==> src/sv/lpms_pkg.sv <==
// Types and constants shared by the line-position and mode-select block.
// Holds the sensor weight table, the saturation limits and the yaw constants.
// No dependencies.
package lpms_pkg;

    localparam int unsigned NUM_SENSORS = 7;

    // Positions are in eighths of a unit.
    localparam logic signed [7:0] POS_SAT     = 8'sd80;
    localparam logic signed [7:0] POS_SAT_NEG = -8'sd80;
    localparam logic signed [7:0] POS_SNAP    = 8'sd64;
    localparam logic signed [7:0] POS_SNAP_NEG = -8'sd64;

    // Yaw in hundredths of a degree.
    localparam logic signed [17:0] HALF_TURN = 18'sd18000;
    localparam logic signed [17:0] FULL_TURN = 18'sd36000;
    localparam logic signed [15:0] YAW_MIN   = -16'sd18000;
    localparam logic signed [15:0] YAW_MAX   = 16'sd17999;

    typedef logic [6:0] hits_t;
    typedef logic signed [7:0] pos_t;
    typedef logic signed [15:0] yaw_t;

    // How many sensors see the line.
    typedef enum logic [1:0] {
        HITS_NONE,
        HITS_FEW,
        HITS_MANY
    } hit_class_t;

    // Result of the position unit for one sample.
    typedef struct packed {
        hit_class_t hit_class;
        pos_t       pos;
    } pos_result_t;

    // Sensor weight table in eighths: 9, 3, 1.25, 0, -1.25, -3, -9.
    function automatic pos_t sensor_weight(input logic [2:0] idx);
        pos_t w;
        begin
            unique case (idx)
                3'd0:    w = 8'sd72;
                3'd1:    w = 8'sd24;
                3'd2:    w = 8'sd10;
                3'd3:    w = 8'sd0;
                3'd4:    w = -8'sd10;
                3'd5:    w = -8'sd24;
                3'd6:    w = -8'sd72;
                default: w = 8'sd0;
            endcase
            return w;
        end
    endfunction

endpackage

==> src/sv/lpms_if.sv <==
// Request channel interfaces for the line-position and mode-select block.
// Sample channel in, result channel out; valid/ready handshake.
// Depends on lpms_pkg.
interface lpms_in_if
    import lpms_pkg::*;
();
    logic  valid;
    logic  ready;
    hits_t sensor_hits;
    logic  clear_guard;

    modport source (output valid, output sensor_hits, output clear_guard, input ready);
    modport sink   (input valid, input sensor_hits, input clear_guard, output ready);
endinterface

interface lpms_out_if
    import lpms_pkg::*;
();
    logic valid;
    logic ready;
    pos_t line_position;
    logic control_mode;
    yaw_t target_yaw;
    logic guard_active;

    modport source (output valid, output line_position, output control_mode,
                    output target_yaw, output guard_active, input ready);
    modport sink   (input valid, input line_position, input control_mode,
                    input target_yaw, input guard_active, output ready);
endinterface

==> src/sv/lpms_pos.sv <==
// Position unit: counts the hits, sums the weights and forms the new position.
// Pure combinational logic between the sample register and the state.
// Depends on lpms_pkg.
module lpms_pos
    import lpms_pkg::*;
(
    input  hits_t       hits,
    input  pos_t        pos_prev,
    output pos_result_t result
);

    logic [2:0]        count;
    logic signed [8:0] sum;
    logic signed [8:0] half;

    always_comb
    begin
        count = 3'd0;
        sum   = 9'sd0;
        for (int i = 0; i < NUM_SENSORS; i++)
        begin
            if (hits[i])
            begin
                count = count + 3'd1;
                sum   = sum + 9'(sensor_weight(3'(i)));
            end
        end
    end

    // Two hits always give an even sum, so the shift is exact.
    assign half = sum >>> 1;

    always_comb
    begin
        priority if (count == 3'd0)
        begin
            result.hit_class = HITS_NONE;
            // Snap a far-out held position to the rail.
            priority if (pos_prev >= POS_SNAP)
                result.pos = POS_SAT;
            else if (pos_prev <= POS_SNAP_NEG)
                result.pos = POS_SAT_NEG;
            else
                result.pos = pos_prev;
        end
        else if (count < 3'd3)
        begin
            result.hit_class = HITS_FEW;
            result.pos = (count == 3'd2) ? half[7:0] : sum[7:0];
        end
        else
        begin
            result.hit_class = HITS_MANY;
            result.pos = (sum > 9'sd0) ? POS_SAT : POS_SAT_NEG;
        end
    end

endmodule

==> src/sv/line_position_and_mode_select.sv <==
// Top level of the line-position and mode-select block.
// Instantiates lpms_pos; uses lpms_pkg and the channel interfaces in lpms_if.
//
// Use:
//   samples: one request per line-sensor sample (sensor_hits, clear_guard).
//   results: exactly one request per sample (line_position, control_mode,
//            target_yaw, guard_active), in sample order.
//   cfg_we / cfg_wdata: write the recorded yaw; write only while no sample
//            is in flight.
// Path: an accepted sample is registered in the sample register, processed
//   combinationally by lpms_pos and loaded into the state and result
//   registers, from which its result is offered until the receiver takes it.
// Throughput: one sample per cycle; the sample register and the result
//   register each turn over every cycle while results are taken.
// Reset: the position, mode, guard and yaw target clear, the lost parity
//   sets to odd, the recorded yaw clears, and both stages empty.
// Stall: when results.ready is low the result register holds; the sample
//   register still takes one more request, then samples.ready drops.
module line_position_and_mode_select
    import lpms_pkg::*;
(
    input  logic        clk,
    input  logic        rst_n,
    lpms_in_if.sink     samples,
    lpms_out_if.source  results,
    input  logic        cfg_we,
    input  logic [15:0] cfg_wdata
);

    // Sample stage
    logic  s1_valid_reg;
    hits_t s1_hits_reg;
    logic  s1_clear_reg;

    // Result stage
    logic  out_valid_reg;

    // Block state
    yaw_t  rec_yaw_reg;
    pos_t  pos_reg,        pos_next;
    logic  mode_reg,       mode_next;
    logic  last_mode_reg,  last_mode_next;
    logic  guard_reg,      guard_next;
    logic  parity_reg,     parity_next;
    yaw_t  yaw_reg,        yaw_next;

    logic        out_load;
    logic        s1_load;
    logic        guard_eff;
    pos_result_t pos_res;
    logic signed [17:0] yaw_sum;
    logic signed [17:0] yaw_wrap;

    // Advance the result register when it is empty or being taken.
    assign out_load = s1_valid_reg && (!out_valid_reg || results.ready);
    assign s1_load  = samples.valid && samples.ready;
    assign samples.ready = !s1_valid_reg || out_load;

    always_ff @(posedge clk or negedge rst_n)
    begin
        if (!rst_n)
            s1_valid_reg <= 1'b0;
        else if (samples.ready)
            s1_valid_reg <= samples.valid;
    end

    always_ff @(posedge clk)
    begin
        if (s1_load)
        begin
            s1_hits_reg  <= samples.sensor_hits;
            s1_clear_reg <= samples.clear_guard;
        end
    end

    lpms_pos u_pos (
        .hits     (s1_hits_reg),
        .pos_prev (pos_reg),
        .result   (pos_res)
    );

    // Clear the guard before the step.
    assign guard_eff = guard_reg && !s1_clear_reg;

    always_comb
    begin
        pos_next       = pos_reg;
        mode_next      = mode_reg;
        last_mode_next = last_mode_reg;
        guard_next     = guard_eff;
        parity_next    = parity_reg;
        yaw_sum        = 18'(rec_yaw_reg);
        yaw_next       = yaw_reg;
        yaw_wrap       = 18'sd0;

        unique case (pos_res.hit_class)
            HITS_NONE:
            begin
                if (!guard_eff)
                begin
                    // Line lost: hand over to the gyro turn.
                    mode_next      = 1'b1;
                    last_mode_next = 1'b1;
                end
                else
                begin
                    pos_next = pos_res.pos;
                end
            end
            HITS_FEW, HITS_MANY:
            begin
                pos_next  = pos_res.pos;
                mode_next = 1'b0;
                if (!guard_eff)
                begin
                    // Coming back from a gyro turn flips the parity and arms the guard.
                    if (last_mode_reg)
                    begin
                        parity_next    = !parity_reg;
                        last_mode_next = 1'b0;
                        guard_next     = 1'b1;
                    end
                    yaw_sum = 18'(rec_yaw_reg) + (parity_next ? HALF_TURN : 18'sd0)
                              + HALF_TURN;
                    // Range after the offset is within one turn either side.
                    priority if (yaw_sum < 18'sd0)
                        yaw_wrap = yaw_sum + FULL_TURN;
                    else if (yaw_sum >= FULL_TURN)
                        yaw_wrap = yaw_sum - FULL_TURN;
                    else
                        yaw_wrap = yaw_sum;
                    yaw_next = 16'(yaw_wrap - HALF_TURN);
                end
            end
            default:
            begin
                pos_next = pos_reg;
            end
        endcase
    end

    always_ff @(posedge clk or negedge rst_n)
    begin
        if (!rst_n)
        begin
            rec_yaw_reg   <= 16'sd0;
            pos_reg       <= 8'sd0;
            mode_reg      <= 1'b0;
            last_mode_reg <= 1'b0;
            guard_reg     <= 1'b0;
            parity_reg    <= 1'b1;
            yaw_reg       <= 16'sd0;
            out_valid_reg <= 1'b0;
        end
        else
        begin
            if (cfg_we)
                rec_yaw_reg <= cfg_wdata;
            if (out_load)
            begin
                pos_reg       <= pos_next;
                mode_reg      <= mode_next;
                last_mode_reg <= last_mode_next;
                guard_reg     <= guard_next;
                parity_reg    <= parity_next;
                yaw_reg       <= yaw_next;
                out_valid_reg <= 1'b1;
            end
            else if (results.ready)
            begin
                out_valid_reg <= 1'b0;
            end
        end
    end

    // The result register mirrors the state after the last step.
    assign results.valid         = out_valid_reg;
    assign results.line_position = pos_reg;
    assign results.control_mode  = mode_reg;
    assign results.target_yaw    = yaw_reg;
    assign results.guard_active  = guard_reg;

    // Arming the guard always comes with a parity flip.
    assert property (@(posedge clk) disable iff (!rst_n)
        $rose(guard_reg) |-> parity_reg != $past(parity_reg))
        else $error("guard armed without parity flip");

    // Gyro turn is only entered with the guard clear.
    assert property (@(posedge clk) disable iff (!rst_n)
        mode_reg |-> !guard_reg)
        else $error("gyro turn with guard set");

    // Target yaw stays wrapped.
    assert property (@(posedge clk) disable iff (!rst_n)
        yaw_reg >= YAW_MIN && yaw_reg <= YAW_MAX)
        else $error("target yaw out of range");

    // Position stays within the rails.
    assert property (@(posedge clk) disable iff (!rst_n)
        pos_reg >= POS_SAT_NEG && pos_reg <= POS_SAT)
        else $error("line position out of range");

endmodule
==> src/flat_wrapper.sv <==
// flat-port wrapper written by rule: the top's interface ports become plain ports
module line_position_and_mode_select_flat import lpms_pkg::*;
  (clk, rst_n, cfg_we, cfg_wdata, samples_valid, samples_sensor_hits, samples_clear_guard, samples_ready, results_valid, results_line_position, results_control_mode, results_target_yaw, results_guard_active, results_ready);
  lpms_in_if samples_i ();
  lpms_out_if results_i ();
  input  logic clk;
  input  logic rst_n;
  input  logic cfg_we;
  input  logic [15:0] cfg_wdata;
  input wire logic [$bits(samples_i.valid)-1:0] samples_valid;
  input wire logic [$bits(samples_i.sensor_hits)-1:0] samples_sensor_hits;
  input wire logic [$bits(samples_i.clear_guard)-1:0] samples_clear_guard;
  output wire logic [$bits(samples_i.ready)-1:0] samples_ready;
  output wire logic [$bits(results_i.valid)-1:0] results_valid;
  output wire logic [$bits(results_i.line_position)-1:0] results_line_position;
  output wire logic [$bits(results_i.control_mode)-1:0] results_control_mode;
  output wire logic [$bits(results_i.target_yaw)-1:0] results_target_yaw;
  output wire logic [$bits(results_i.guard_active)-1:0] results_guard_active;
  input wire logic [$bits(results_i.ready)-1:0] results_ready;
  assign samples_i.valid = samples_valid;
  assign samples_i.sensor_hits = samples_sensor_hits;
  assign samples_i.clear_guard = samples_clear_guard;
  assign samples_ready = samples_i.ready;
  assign results_valid = results_i.valid;
  assign results_line_position = results_i.line_position;
  assign results_control_mode = results_i.control_mode;
  assign results_target_yaw = results_i.target_yaw;
  assign results_guard_active = results_i.guard_active;
  assign results_i.ready = results_ready;
  line_position_and_mode_select u_core (.clk(clk), .rst_n(rst_n), .samples(samples_i), .results(results_i), .cfg_we(cfg_we), .cfg_wdata(cfg_wdata));
endmodule
==> config.mk <==
export PLATFORM = sky130hd
export DESIGN_NAME = line_position_and_mode_select_flat
export DESIGN_NICKNAME = d
export VERILOG_FILES = /design/src/sv/lpms_pkg.sv /design/src/sv/lpms_if.sv /design/src/sv/lpms_pos.sv /design/src/sv/line_position_and_mode_select.sv /design/src/flat_wrapper.sv
export SDC_FILE = /design/constraint.sdc
export NUM_CORES = 1
export LEC_CHECK = 0
export BUFFER_PORTS_ARGS = -buffer_cell sky130_fd_sc_hd__buf_2
export CAP_MARGIN = 20
export CORE_MARGIN = 4
export CORE_UTILIZATION = 60
export DETAILED_ROUTE_END_ITERATION = 7
export GPL_ROUTABILITY_DRIVEN = 0
export GPL_TIMING_DRIVEN = 1
export MAX_ROUTING_LAYER = met4
export PLACE_DENSITY = 0.82
export SYNTH_ARGS = -nofsm -noshare
export SYNTH_HDL_FRONTEND = slang
export SYNTH_HIERARCHICAL = 1
export SYNTH_SLANG_ARGS = --single-unit
export TNS_END_PERCENT = 100
==> constraint.sdc <==
create_clock -name clk -period 6.6 [get_ports clk]
set_input_delay 0.66 -clock clk [delete_from_list [all_inputs] [get_ports clk]]
set_output_delay 0.66 -clock clk [all_outputs]
set_load 0.05 [all_outputs]
Word-level counts from Yosys, hierarchy flattened
Index checks and enable logic that the tools add are counted.
W data, S select, Z words.
Storage, ports and cells
  input bits: 29
  output and inout port bits: 28
  flip-flop bits (word level): 54
  word-level logic and storage cells: 104
Operators by class
  $lt $le $gt $ge: 6
  reduce and logical (&&, ||, !) cells: 18
  bitwise logic cells: 1
  $add $sub $neg: 17
  muxes and demuxes: 45
  equality and inequality tests: 6
Operator list (number)
  $mux W8: 11
  $mux W16: 4
  $mux W9: 6
  $add A9 B8 Y9: 5
  $sub A16 B16 Y16 const B: 2
  $mux W10: 2
  $add A17 B16 Y18 const B: 1
  $add A3 B1 Y3 const B: 6
  $ge A18 B17 Y1 const B: 1
  $lt A18 B1 Y1 const B: 1
  $mux W3: 6
  $add A16 B16 Y17: 1
  $add A16 B16 Y16 const B: 1
  $pmux W8 S2: 1
  $mux W15: 1
  $mux W1: 11
  $add A8 B8 Y9: 1
  $gt A9 B1 Y1 const B: 1
  $reduce_and A3 Y1: 3
  $ge A8 B8 Y1 const B: 1
  $le A8 B7 Y1 const B: 1
  $mux W7: 1
  $logic_not A1 Y1: 4
  $ne A2 B2 Y1 const B: 2
  other kinds (14): 19

Logic depth before layout (Yosys ltp)
  word-level depth: 29
  mapped depth: 26

Cells and area by module
The synthesis kept the hierarchy.
By module, submodules not included
  line_position_and_mode_select: cells an instance 332, sequential area each 1392.6 µm², instances 1, area each 3524.6 µm²
  lpms_pos: cells an instance 157, sequential area each 0.0 µm², instances 1, area each 1219.9 µm²

Worst setup path before layout
No wires, ideal clock.
  kind: reg2reg
  start point: register u_core.s1_hits_reg[0]
  end point: register u_core.pos_reg[7], in the netlist u_core/results.line_position[7]
  data required time: 6.475 ns
  arrival time: 5.357 ns
  buffers on the path: 0
  library setup time: 0.125 ns
  cell stages (with the launch flop): 26
  path slack: 1.118 ns
  path through: edfxtp_1 inv_1 ha_1 inv_1 ha_1 inv_1 ha_1 nor2b_1 a31oi_1 ha_1 and2_1 a21o_1 ha_1 nor2b_1 nor2_1 ha_1 nand2_1 xor2_1 xnor2_1 o211ai_2 nor2_1 inv_1 ha_1 nor2b_1 o21ai_1 mux2_2
RTL lines
  from (decl): line line_position_and_mode_select.sv:32  | hits_t s1_hits_reg;
  from (signal assigned): line line_position_and_mode_select.sv:71  | s1_hits_reg <= samples.sensor_hits;
  to (signal assigned): line line_position_and_mode_select.sv:161  | pos_reg <= pos_next;
  to (decl): line line_position_and_mode_select.sv:40  | pos_t pos_reg, pos_next;

==> qor.yml <==
route:
  vias_per_cell: 6.11
  drc: 0
  via_count: 3918
  first_pass_iters: 4
  wirelength_mm: 10.5
  drt_iter0_markers: 201
  wl_per_cell_um: 16.3
  antenna_left: 0
timing:
  clock_skew_ns: 0.0113
  final.period_utilization: 0.915
  slew_viol_final: 0
  hold_viol: 0
  rsz0062_at_grt: "false"
  max_clock_freq_mhz: 166
  maxSlewHeadroom: 0.463
  setup_tns_ns: 0
  tightest_slew_ns: 0.794
  finalSetupViolations: 0
  fin_crit_ns: 6.04
worst_setup_path:
  path_delay_family: "adder cells"
  critPathMaxFanout: 8
  slowest_stage: "edfxtp_1"
  timing.critical_path.to: "u_core/results.line_position[5]"
  arrival_ns: 6.26
  r2r_start: "u_core/s1_hits_reg[0]"
  worstSetupStartpointType: "register"
  crit_start: "u_core/s1_hits_reg[0]"
  reg2reg_depth: 25
  crit_required_ns: 6.82
  cp.buffers_inverters: 4
  critPathCaptureType: "register"
  reg2reg_slack_ns: 0.56
  worstReg2RegEnd: "u_core/results.line_position[5]"
  cpPeakStageDelay_ns: 0.48
  critical_path_cell_count: 25
  path_class: "reg2reg"
  crit_top_cell: "ha_1"
yosys:
  synth-edff-count: 8
  synth_ff_type: "dfrtp_1"
  synthDistinctLibCells: 93
  yosysWarnings: 6
  synth_nets: 542
  ys_top_cells_by_count: "nand2_1 (51), dfrtp_1 (45), nor2_1 (34)"
  syn_inst: 489
  synth_top_area_cell: "dfrtp_1"
  yosys_register_bits: 54
  yosysMostFrequentCell: "nand2_1"
  async_flop_share: 0.852
  syn_area_per_cell_um2: 9.70
  synthesis.area_mm2: 0.00474
  yosysSeqAreaShare: 0.294
  synth_area_leaders: "dfrtp_1 (24%), ha_1 (6.3%), mux2_2 (6.2%)"
  synth_top_area_frac: 0.237
grt:
  grt_use_total: 0.234
  grt_max_degree: 47
  antenna_found_initial: 0
  grt_pass1_vias: 3744
  grt_pass1_wl_mm: 18.1
  grt-ovfl-total: 0
place:
  dp_hpwl_mm: 8.04
  io_buffer_count: 56
layout:
  syn_to_final_growth_pct: 9.57
  multi_input_area_mm2: 0.00320
  num_antenna_cells: 0
  nets: 591
  fillCellCount: 621
  regArea_mm2: 0.00139
  drive_gt1_frac: 0.245
cts:
  clk-insertion-delay-late_ns: 0.33
  cts.sinks: 54
  clk_pin_slew_ns: 0.11
  cts_setup_buffers: 0
  clk_path_buf_depth: 2
  cts-root-buf: "clkbuf_8"
  cts_made_buffers: 5
  tritoncts: "yes"
  htreeDepth: 2
die:
  die_height_um: 96.9
  rows: 32
  die_w_um: 96.9
  coreArea_mm2: 0.00773
  initial_core_util: 0.614
  io_pins: 57
  floorplan.die_area_mm2: 0.00939
outcome:
  status: "complete, no violations"
flow_run:
  max_cap_violations: 0
min_path:
  hold_class: "in2async"
-- layer usage --
layer / track usage / share of wire / routed length (um)
met5: - / 0 / 0
met4: 0.0594 / 0.017 / 174
met3: 0.0346 / 0.050 / 520
met2: 0.360 / 0.46 / 4830
met1: 0.326 / 0.47 / 4940
-- cell usage in the layout (no fill, tap or decap), types with 3 or more instances in the layout --
master,Yosys,final
buf_2,0,56
mux2_2,26,26
inv_1,17,17
a31oi_1,6,6
nand3_1,10,10
nand2_1,51,51
a21oi_1,15,15
nor3_1,8,8
o21ai_0,18,18
a211oi_1,4,4
nand2b_1,13,13
and2_1,8,8
edfxtp_1,8,8
xnor2_1,29,29
a21boi_0,3,3
a21o_1,6,6
xnor3_1,3,3
nor2b_1,9,9
o22ai_1,6,6
a22o_1,5,5
nand4_1,5,5
clkbuf_8,0,5
mux2i_1,7,7
xor2_1,15,15
o21ai_1,4,3
nor4_1,3,3
o31a_1,3,3
or2_2,3,3
xnor2_2,4,4
dfrtp_1,45,45
and3_1,7,7
nor2_1,34,34
ha_1,24,24
-- cell type report --
| cell class | count | area share |
|---|---|---|
| clock buffers | 5 | 0.0132 |
| well taps | 102 | 0.0245 |
| flip-flops and latches | 54 | 0.268 |
| repair buffers | 59 | 0.0606 |
| clock inverters | 3 | 0.00554 |
| multi-input cells | 400 | 0.615 |
| inverters | 18 | 0.0130 |
-- kinds of logic (layout without fill, tap and decap cells) --
group / after synthesis / count (layout) / share of synthesized area
AO/OA/AOI/OAI: 119 / 119 / 0.218
XOR/XNOR: 55 / 55 / 0.129
adder cells (fa/ha/maj): 24 / 24 / 0.0633
buffers and inverters: 35 / 85 / 0.0332
flip-flops: 54 / 54 / 0.294
multiplexers: 34 / 34 / 0.0794
AND/OR/NAND/NOR: 168 / 168 / 0.184
-- per-stage QoR --
| step | utilization | cells | setup slack (ns) | hold WS, ns | area [um2] |
|---|---|---|---|---|---|
| 3_3_place_gp | 0.657 | 632 | 0.759 | 0.443 | 5080 |
| 5_1_grt | 0.673 | 641 | 0.170 | 0.140 | 5200 |
| 2_1_floorplan | - | 489 | 1.12 | 0.364 | 4740 |
| 6_report | 0.673 | 641 | 0.561 | 0.136 | 5200 |
| 4_1_cts | 0.670 | 640 | 0.426 | 0.473 | 5170 |
| 3_5_place_dp | 0.657 | 632 | 0.474 | 0.448 | 5080 |
-- worst min-delay path by stage --
stage	startpoint	to	slack, ns	cells after the start
6_report	rst_n	u_core/results.line_position[0]	0.14	1
5_1_grt	rst_n	u_core/results.line_position[7]	0.14	1
4_1_cts	u_core/rec_yaw_reg[2]	u_core/results.target_yaw[2]	0.47	2
3_5_place_dp	u_core/rec_yaw_reg[2]	u_core/results.target_yaw[2]	0.45	2
3_3_place_gp	u_core/rec_yaw_reg[1]	u_core/results.target_yaw[1]	0.44	2
2_1_floorplan	rst_n	u_core/last_mode_reg	0.36	0
-- timing repair --
| item | CTS | global route |
|---|---|---|
| setup endpoints to repair | 0 | 8 |
| gates resized for setup | 0 | 1 |
| hold buffers | 0 | 0 |
Power is left out: the tool's default activity adds up to more than one toggle a clock period on the data nets, which glitch-free logic cannot reach.
